===== config.mk =====
export PLATFORM = sky130hd
export DESIGN_NAME = decaying_rate_limiter
export DESIGN_NICKNAME = d
export VERILOG_FILES = /design/src/hdl/drl_pkg.sv /design/src/hdl/drl_seq.sv /design/src/hdl/decaying_rate_limiter.sv
export SDC_FILE = /design/constraint.sdc
export NUM_CORES = 2
export LEC_CHECK = 0
export ABC_CLOCK_PERIOD_IN_PS = 11600
export BUFFER_PORTS_ARGS = -buffer_cell sky130_fd_sc_hd__buf_2
export CORE_UTILIZATION = 50
export CTS_BUF_LIST = sky130_fd_sc_hd__clkbuf_16
export CTS_CLUSTER_SIZE = 14
export DETAILED_ROUTE_END_ITERATION = 10
export GPL_ROUTABILITY_DRIVEN = 0
export GPL_TIMING_DRIVEN = 0
export PLACE_DENSITY = 0.69
export SLEW_MARGIN = 5
export SYNTH_ARGS = -nofsm -noshare
export SYNTH_HDL_FRONTEND = slang
export SYNTH_SLANG_ARGS = --single-unit

===== constraint.sdc =====
create_clock -name clk -period 11.6 [get_ports clk]
set_input_delay 1.74 -clock clk [delete_from_list [all_inputs] [get_ports clk]]
set_output_delay 1.74 -clock clk [all_outputs]
set_load 0.01 [all_outputs]

===== src/hdl/drl_pkg.sv =====
// ----------------------------------------------------------------------------
// drl_pkg: shared types and constants of the decaying rate limiter
// Microcode format, step names, control/status bundles and fixed-point sizes.
// ----------------------------------------------------------------------------
package drl_pkg;

  localparam int TIME_W          = 32;
  localparam int SIZE_W          = 32;
  localparam int LIMIT_W         = 20;
  localparam int COUNT_INT_BITS  = 34;
  localparam int THR_W           = 34;
  localparam int Q_W             = 32;
  localparam int APB_DW          = 32;
  localparam int APB_AW          = 3;

  localparam int DEF_FRACTION_BITS = 16;
  localparam int DEF_ELAPSED_BITS  = 16;
  localparam int DEF_DECAY_WINDOW  = 600;

  localparam logic [THR_W-1:0] THR_SCALE = THR_W'(10000);
  localparam logic [Q_W:0]     Q_ONE     = {1'b1, {Q_W{1'b0}}};
  localparam logic [Q_W-1:0]   Q_HALF    = {1'b1, {(Q_W-1){1'b0}}};

  localparam logic REG_LIMIT = 1'b0;

  typedef enum logic [2:0] {
    OP_NOP,
    OP_LOAD,
    OP_POW,
    OP_LO,
    OP_HI,
    OP_SUM,
    OP_EMIT
  } op_t;

  typedef enum logic [1:0] {
    C_NEXT,
    C_WAIT_IN,
    C_LOOP,
    C_WAIT_OUT
  } cond_t;

  localparam int STEP_W = 3;
  typedef logic [STEP_W-1:0] step_t;

  localparam step_t S_LOAD = 3'd0;
  localparam step_t S_POW  = 3'd1;
  localparam step_t S_LO   = 3'd2;
  localparam step_t S_HI   = 3'd3;
  localparam step_t S_SUM  = 3'd4;
  localparam step_t S_EMIT = 3'd5;

  typedef struct packed {
    op_t   op;
    cond_t cond;
    step_t target;
  } uword_t;

  typedef struct packed {
    logic in_valid;
    logic out_busy;
    logic loop_last;
  } drl_status_t;

  typedef struct packed {
    op_t  op;
    logic act;
  } drl_ctrl_t;

  function automatic uword_t drl_ucode(input step_t step);
    uword_t w;
    case (step)
      S_LOAD:  w = '{op: OP_LOAD, cond: C_WAIT_IN,  target: S_LOAD};
      S_POW:   w = '{op: OP_POW,  cond: C_LOOP,     target: S_POW};
      S_LO:    w = '{op: OP_LO,   cond: C_NEXT,     target: S_HI};
      S_HI:    w = '{op: OP_HI,   cond: C_NEXT,     target: S_SUM};
      S_SUM:   w = '{op: OP_SUM,  cond: C_NEXT,     target: S_EMIT};
      S_EMIT:  w = '{op: OP_EMIT, cond: C_WAIT_OUT, target: S_LOAD};
      default: w = '{op: OP_NOP,  cond: C_NEXT,     target: S_LOAD};
    endcase
    return w;
  endfunction

  // Square a 0.32 power k times with rounding; elaboration only.
  function automatic logic [Q_W-1:0] pow_q32(input logic [Q_W-1:0] p0, input int k);
    logic [63:0] p;
    p = 64'(p0);
    for (int i = 0; i < k; i++) begin
      p = (p * p + 64'(Q_HALF)) >> Q_W;
    end
    return p[Q_W-1:0];
  endfunction

endpackage


===== src/hdl/drl_seq.sv =====
// ----------------------------------------------------------------------------
// drl_seq: microcode sequencer
// Step counter over a read-only control store with wait, loop and jump tests.
// ----------------------------------------------------------------------------
module drl_seq
  import drl_pkg::*;
(
  input  logic        clk,
  input  logic        rst_n,
  input  drl_status_t status,
  output drl_ctrl_t   ctrl
);

  step_t  step_r, step_nxt;
  uword_t uw;
  logic   go;

  assign uw = drl_ucode(step_r);

  always_comb begin
    go       = 1'b1;
    step_nxt = STEP_W'(step_r + STEP_W'(1));
    case (uw.cond)
      C_NEXT: begin
        go = 1'b1;
      end
      C_WAIT_IN: begin
        go = status.in_valid;
        if (!go) begin
          step_nxt = step_r;
        end
      end
      C_LOOP: begin
        if (!status.loop_last) begin
          step_nxt = uw.target;
        end
      end
      C_WAIT_OUT: begin
        go = !status.out_busy;
        step_nxt = go ? uw.target : step_r;
      end
      default: begin
        go = 1'b1;
      end
    endcase
  end

  always_ff @(posedge clk) begin
    if (!rst_n) begin
      step_r <= S_LOAD;
    end else begin
      step_r <= step_nxt;
    end
  end

  assign ctrl.op  = uw.op;
  assign ctrl.act = go;

endmodule


===== src/hdl/decaying_rate_limiter.sv =====
// ----------------------------------------------------------------------------
// decaying_rate_limiter: exponentially decaying flow counter with threshold
// Decays a running count by the elapsed seconds, then refuses or counts a beat.
// ----------------------------------------------------------------------------
// Input beat: in_now_seconds and in_item_size on in_valid/in_ready. Result
// beat: out_exceeded on out_valid/out_ready, one per input beat, in order.
// APB port (psel..pready): the flow limit at byte address 0; pready is tied
// high, prdata returns the limit. Write it only while the block is idle.
// One item at a time: in_ready is high only on the load step. The decay
// factor is built by one shared 33x33 multiplier, one elapsed-time bit per
// cycle, followed by the two halves of the count product and a final add.
// An input beat is taken on the load step; the power, low, high, sum and emit
// steps follow, and the emit step loads the result register. The next input
// beat is taken on the load step that follows the emit step.
// A finished result waits in the output register; the next input beat is
// accepted meanwhile, and the block holds before loading a second result
// until the first is taken.
// Reset clears the count, the stored time, the limit and the output.
// ----------------------------------------------------------------------------
module decaying_rate_limiter
  import drl_pkg::*;
#(
  parameter int FRACTION_BITS = DEF_FRACTION_BITS,
  parameter int ELAPSED_BITS  = DEF_ELAPSED_BITS,
  parameter int DECAY_WINDOW  = DEF_DECAY_WINDOW
) (
  input  logic              clk,
  input  logic              rst_n,
  input  logic              in_valid,
  output logic              in_ready,
  input  logic [TIME_W-1:0] in_now_seconds,
  input  logic [SIZE_W-1:0] in_item_size,
  output logic              out_valid,
  input  logic              out_ready,
  output logic              out_exceeded,
  input  logic              psel,
  input  logic              penable,
  input  logic              pwrite,
  input  logic [APB_AW-1:0] paddr,
  input  logic [APB_DW-1:0] pwdata,
  output logic [APB_DW-1:0] prdata,
  output logic              pready
);

  localparam int COUNT_W = COUNT_INT_BITS + FRACTION_BITS;
  localparam int K_W     = $clog2(ELAPSED_BITS);
  localparam int MUL_W   = 2 * (Q_W + 1);
  localparam logic [Q_W-1:0] P0 = Q_W'(
    (((64'(DECAY_WINDOW) - 64'd1) << Q_W) + 64'(DECAY_WINDOW) / 64'd2) / 64'(DECAY_WINDOW));

  drl_status_t status;
  drl_ctrl_t   ctrl;

  logic [LIMIT_W-1:0]      limit_r;
  logic [THR_W-1:0]        thr_r;
  logic [TIME_W-1:0]       last_r;
  logic [SIZE_W-1:0]       size_r;
  logic [ELAPSED_BITS-1:0] elapsed_r, elapsed_nxt;
  logic [K_W-1:0]          k_r;
  logic [Q_W:0]            acc_r;
  logic [Q_W:0]            lo_r;
  logic [COUNT_W-1:0]      hi_prod_r;
  logic [COUNT_W-1:0]      count_r, count_nxt;
  logic                    out_valid_r;
  logic                    out_exceeded_r;

  logic [Q_W-1:0]          pow_tab [ELAPSED_BITS];
  logic [Q_W:0]            mul_a, mul_b;
  logic [MUL_W-1:0]        mul_p, mul_rnd;
  logic [TIME_W:0]         diff;
  logic [COUNT_W:0]        sum_wide, add_wide;
  logic                    exceed;
  logic                    cfg_wr;

  for (genvar g = 0; g < ELAPSED_BITS; g++) begin : g_pow
    assign pow_tab[g] = pow_q32(P0, g);
  end

  drl_seq u_seq (
    .clk    (clk),
    .rst_n  (rst_n),
    .status (status),
    .ctrl   (ctrl)
  );

  assign status.in_valid  = in_valid;
  assign status.out_busy  = out_valid_r && !out_ready;
  assign status.loop_last = (k_r == K_W'(ELAPSED_BITS - 1));

  assign in_ready = (ctrl.op == OP_LOAD);

  // shared multiplier
  always_comb begin
    mul_a = acc_r;
    case (ctrl.op)
      OP_POW:  mul_b = {1'b0, pow_tab[k_r]};
      OP_LO:   mul_b = {1'b0, count_r[Q_W-1:0]};
      OP_HI:   mul_b = (Q_W + 1)'(count_r[COUNT_W-1:Q_W]);
      default: mul_b = '0;
    endcase
  end

  assign mul_p   = MUL_W'(mul_a) * MUL_W'(mul_b);
  assign mul_rnd = mul_p + MUL_W'(Q_HALF);

  // elapsed seconds: backwards time is zero, long gaps saturate
  assign diff = {1'b0, in_now_seconds} - {1'b0, last_r};
  always_comb begin
    if (diff[TIME_W] || diff == '0) begin
      elapsed_nxt = '0;
    end else if (diff[TIME_W-1:ELAPSED_BITS] != '0) begin
      elapsed_nxt = '1;
    end else begin
      elapsed_nxt = diff[ELAPSED_BITS-1:0];
    end
  end

  assign sum_wide = (COUNT_W + 1)'(hi_prod_r) + (COUNT_W + 1)'(lo_r);
  assign add_wide = (COUNT_W + 1)'(count_r) +
                    (COUNT_W + 1)'({size_r, {FRACTION_BITS{1'b0}}});
  assign exceed   = (count_r >= {thr_r, {FRACTION_BITS{1'b0}}});

  always_comb begin
    count_nxt = count_r;
    if (ctrl.act && ctrl.op == OP_SUM) begin
      count_nxt = sum_wide[COUNT_W-1:0];
    end else if (ctrl.act && ctrl.op == OP_EMIT && !exceed) begin
      count_nxt = add_wide[COUNT_W] ? '1 : add_wide[COUNT_W-1:0];
    end
  end

  always_ff @(posedge clk) begin
    if (ctrl.act) begin
      case (ctrl.op)
        OP_LOAD: begin
          size_r    <= in_item_size;
          elapsed_r <= elapsed_nxt;
          acc_r     <= Q_ONE;
          k_r       <= '0;
        end
        OP_POW: begin
          if (elapsed_r[k_r]) begin
            acc_r <= mul_rnd[2*Q_W:Q_W];
          end
          k_r <= K_W'(k_r + K_W'(1));
        end
        OP_LO: begin
          lo_r <= mul_rnd[2*Q_W:Q_W];
        end
        OP_HI: begin
          hi_prod_r <= mul_p[COUNT_W-1:0];
        end
        default: begin
        end
      endcase
    end
  end

  assign cfg_wr = psel && penable && pwrite && pready;

  always_ff @(posedge clk) begin
    if (!rst_n) begin
      limit_r        <= '0;
      thr_r          <= '0;
      last_r         <= '0;
      count_r        <= '0;
      out_valid_r    <= 1'b0;
      out_exceeded_r <= 1'b0;
    end else begin
      if (cfg_wr && paddr[2] == REG_LIMIT) begin
        limit_r <= pwdata[LIMIT_W-1:0];
        thr_r   <= THR_W'(THR_W'(pwdata[LIMIT_W-1:0]) * THR_SCALE);
      end
      if (ctrl.act && ctrl.op == OP_LOAD) begin
        last_r <= in_now_seconds;
      end
      count_r <= count_nxt;
      if (ctrl.act && ctrl.op == OP_EMIT) begin
        out_valid_r    <= 1'b1;
        out_exceeded_r <= exceed;
      end else if (out_ready) begin
        out_valid_r <= 1'b0;
      end
    end
  end

  assign out_valid    = out_valid_r;
  assign out_exceeded = out_exceeded_r;
  assign pready       = 1'b1;
  assign prdata       = (paddr[2] == REG_LIMIT) ? APB_DW'(limit_r) : '0;

`ifndef SYNTHESIS
  a_rose_from_emit: assert property (@(posedge clk) disable iff (!rst_n)
    $rose(out_valid_r) |-> $past(ctrl.act && ctrl.op == OP_EMIT))
    else $error("result beat raised outside the emit step");

  a_decay_no_growth: assert property (@(posedge clk) disable iff (!rst_n)
    (ctrl.act && ctrl.op == OP_SUM) |=> (count_r <= $past(count_r)))
    else $error("decay step increased the count");

  a_acc_bound: assert property (@(posedge clk) disable iff (!rst_n)
    (ctrl.op == OP_POW || ctrl.op == OP_LO || ctrl.op == OP_HI) |-> (acc_r <= Q_ONE))
    else $error("decay factor above one");
`endif

endmodule


==> metrics.yaml <==
logic_synthesis:
  synth_top_family_by_area: "adder cells"
  synth-xor-area-share_pct: 2.87
  synth_ff_type: "edfxtp_1"
  synth_warnings: 0
  synth_edf_count: 168
  syn-cell-area_mm2: 0.0566
  synthArstFlopShare_pct: 0
  yosysSeqAreaShare_pct: 13.6
  syn_area_per_cell_um2: 9.02
  ys_seq_elements: 301
  synthAdderAreaFrac_pct: 45.3
  syn_inst: 6273
  synth_compound_area_share_pct: 10.7
  synthSimpleGateAreaFrac_pct: 17.6
  yosysUniqueCellTypes: 92
  synth_mux_area_share_pct: 0.323
floorplanning:
  die_area_mm2: 0.115
  num_rows: 123
  die_h_um: 338
  pin_count: 142
  dieWidth_um: 338
  start_util_pct: 50.4
  core_mm2: 0.112
final_layout:
  area_growth_pct: 8.10
  final_layout_size_suffix_gt1_share_pct: 6.96
  fillers: 10200
  multi_input_area_mm2: 0.0439
  final_cell_mix: "1108 x inv_1, 975 x fa_1, 781 x nand2_1, 602 x and2_1, 486 x ha_1"
  ff_latch_area_mm2: 0.00771
  fin_nets: 8038
  final_common_cell: "inv_1"
run_status:
  status: "finished with violations"
  violations: "design-rule violations"
critical_path:
  cpMostUsedCell: "fa_1"
  arrival_ns: 11.68
  required_ns: 11.91
  critPathMaxFanout: 10
  cpLargestDelayFamily: "adder cells"
  crit_buf_inv: 11
  startpoint_type: "flop"
  slowest_delay_ns: 0.58
  cp_slowest_cell: "fa_1"
  crit_type: "reg2reg"
  endpoint_kind: "flop"
timing:
  post-route-period-util_pct: 98.0
  finalSetupViolCount: 0
  min_period_ns: 11.37
  skew_ns: 0.0322
  fmax_mhz: 87.9
  final_max_slew_viol_count: 0
  fin_ws_ns: 0.229
  tightestPinTransition_ns: 1.13
  slew_headroom_pct: 24.6
  hold_viol: 0
detailed_routing:
  firstDrtPassIters: 9
  vias: 46600
  first_iter_violations: 5368
  viasPerCell: 5.82
  drt-wirelength-per-cell_um: 23.6
  drt_wl_total_um: 189000
  drc: 2
  detail-route-antenna-nets: 0
global_route:
  grt.overflow.total: 0
  grt_pass1_wl_um: 286000
  grt_max_degree: 60
  grt_usage_pct: 33.1
  grt_pass1_vias: 46800
  grt_antenna_before_repair: 12
clock_network:
  htreeDepth: 2
  cts_tree: "built"
  post_cts_hold_buffer_count: 0
  cts_buffers: 36
  cts.sinks: 301
  insertion_delay_ns: 0.59
  cts_buffer_depth: 3
  cts-root-buf: "clkbuf_16"
  clk_pin_slew_ns: 0.06
min_path:
  hp-class: "reg2reg"
placed_design:
  place_ws_ns: -1.72
  numPortBuffers: 113
  dp_hpwl_um: 157000
run:
  cap_violations: 0
area by class of cell:
| class | count | area share, % |
|---|---|---|
| Clock buffer | 36 | 1.47 |
| Tap cell | 1500 | 3.07 |
| Buffer | 309 | 2.35 |
| Antenna cell | 6 | 0.0245 |
| Clock inverter | 29 | 0.401 |
| Sequential cell | 301 | 12.6 |
| Timing Repair Buffer | 153 | 1.54 |
| Multi-Input combinational cell | 4560 | 71.8 |
| Inverter | 1106 | 6.79 |
final timing paths:
| kind | endpoint | depth (start not counted) | slack [ns] | startpoint |
|---|---|---|---|---|
| worst min-delay path | last_r[4] | 2 | 0.46 | last_r[4] |
| worst min register to register | last_r[4] | 2 | 0.46 | last_r[4] |
| worst max register to register | acc_r[28] | 36 | 0.23 | k_r[2] |
| worst max-delay path | acc_r[28] | 36 | 0.23 | k_r[2] |
cell usage after synthesis, types with 51 or more instances:
library cell	instances	share of area [%]
dfxtp_1	133	4.7
a21boi_0	72	0.96
nor2_1	182	1.2
o21ai_0	177	1.6
nand3_1	69	0.61
edfxtp_1	168	8.9
a21oi_1	211	1.9
o21a_1	51	0.68
and2_1	603	6.7
clkbuf_1	294	2.0
xor2_1	74	1.1
a21o_1	97	1.3
fa_1	976	35
inv_1	1106	7.3
ha_1	489	11
nor2b_1	111	1.2
nand2_1	786	5.2
xnor2_1	108	1.7
what timing repair did:
| item | 4_1_cts | 5_1_grt |
|---|---|---|
| buffers inserted | 16 | 13 |
| endpoints found under the hold margin | 0 | 0 |
| setup endpoints to repair | 69 | 49 |
| gates cloned | 0 | 1 |
| pin swaps | 9 | 5 |
| gates resized for setup | 134 | 122 |
sequential cells by signal (all words and copies together) (netlist names):
signal        flops
count_r          50
k_r               4
out_valid         1
thr_r            26
lo_r             33
last_r           32
out_exceeded      1
elapsed_r        16
size_r           32
limit_r          20
u_seq.step_r      3
acc_r            33
hi_prod_r        50
through the flow:
step                cells  TNS (ns)  hold slack, ns  instance area (um2)  util (%)
floorplan            6284         0           0.439                56600         -
global placement     7897   -184.55           0.449                59100      52.6
detailed placement   7907    -73.12           0.455                59200      52.7
CTS                  7986         0           0.462                60800      54.2
global route         7994   -0.0909           0.485                61200      54.4
finish               8000         0           0.459                61200      54.4
routing by layer:
metal / GRT usage, % / part of all wire, %
met1: 43.4 / 38
met3: 10.7 / 13
met4: 18.1 / 6.9
met5: 0.792 / 0.16
met2: 48.4 / 42
cells by family (layout without fill, tap and decap cells):
group,Yosys count,count (layout)
xor+xnor,184,184
other cells,2,19
fa+ha+maj,1465,1465
buf+inv,1423,1633
simple gates,1987,1987
compound gates,899,899
flops,301,301
mux,12,12
worst reg2reg max path: cells and delay by family (launching register included):
family,cells,cell delay [ns]
AOI/OAI and AO/OA,5,1.07
xor gates and xnor gates,1,0.18
adders and majority gates,9,4.35
buffers and inverters,11,2.19
DFF,1,0.42
and+or+nand+nor,10,2.92
Power is left out: the tool's default activity adds up to more than one toggle a clock period on the data nets, which glitch-free logic cannot reach.
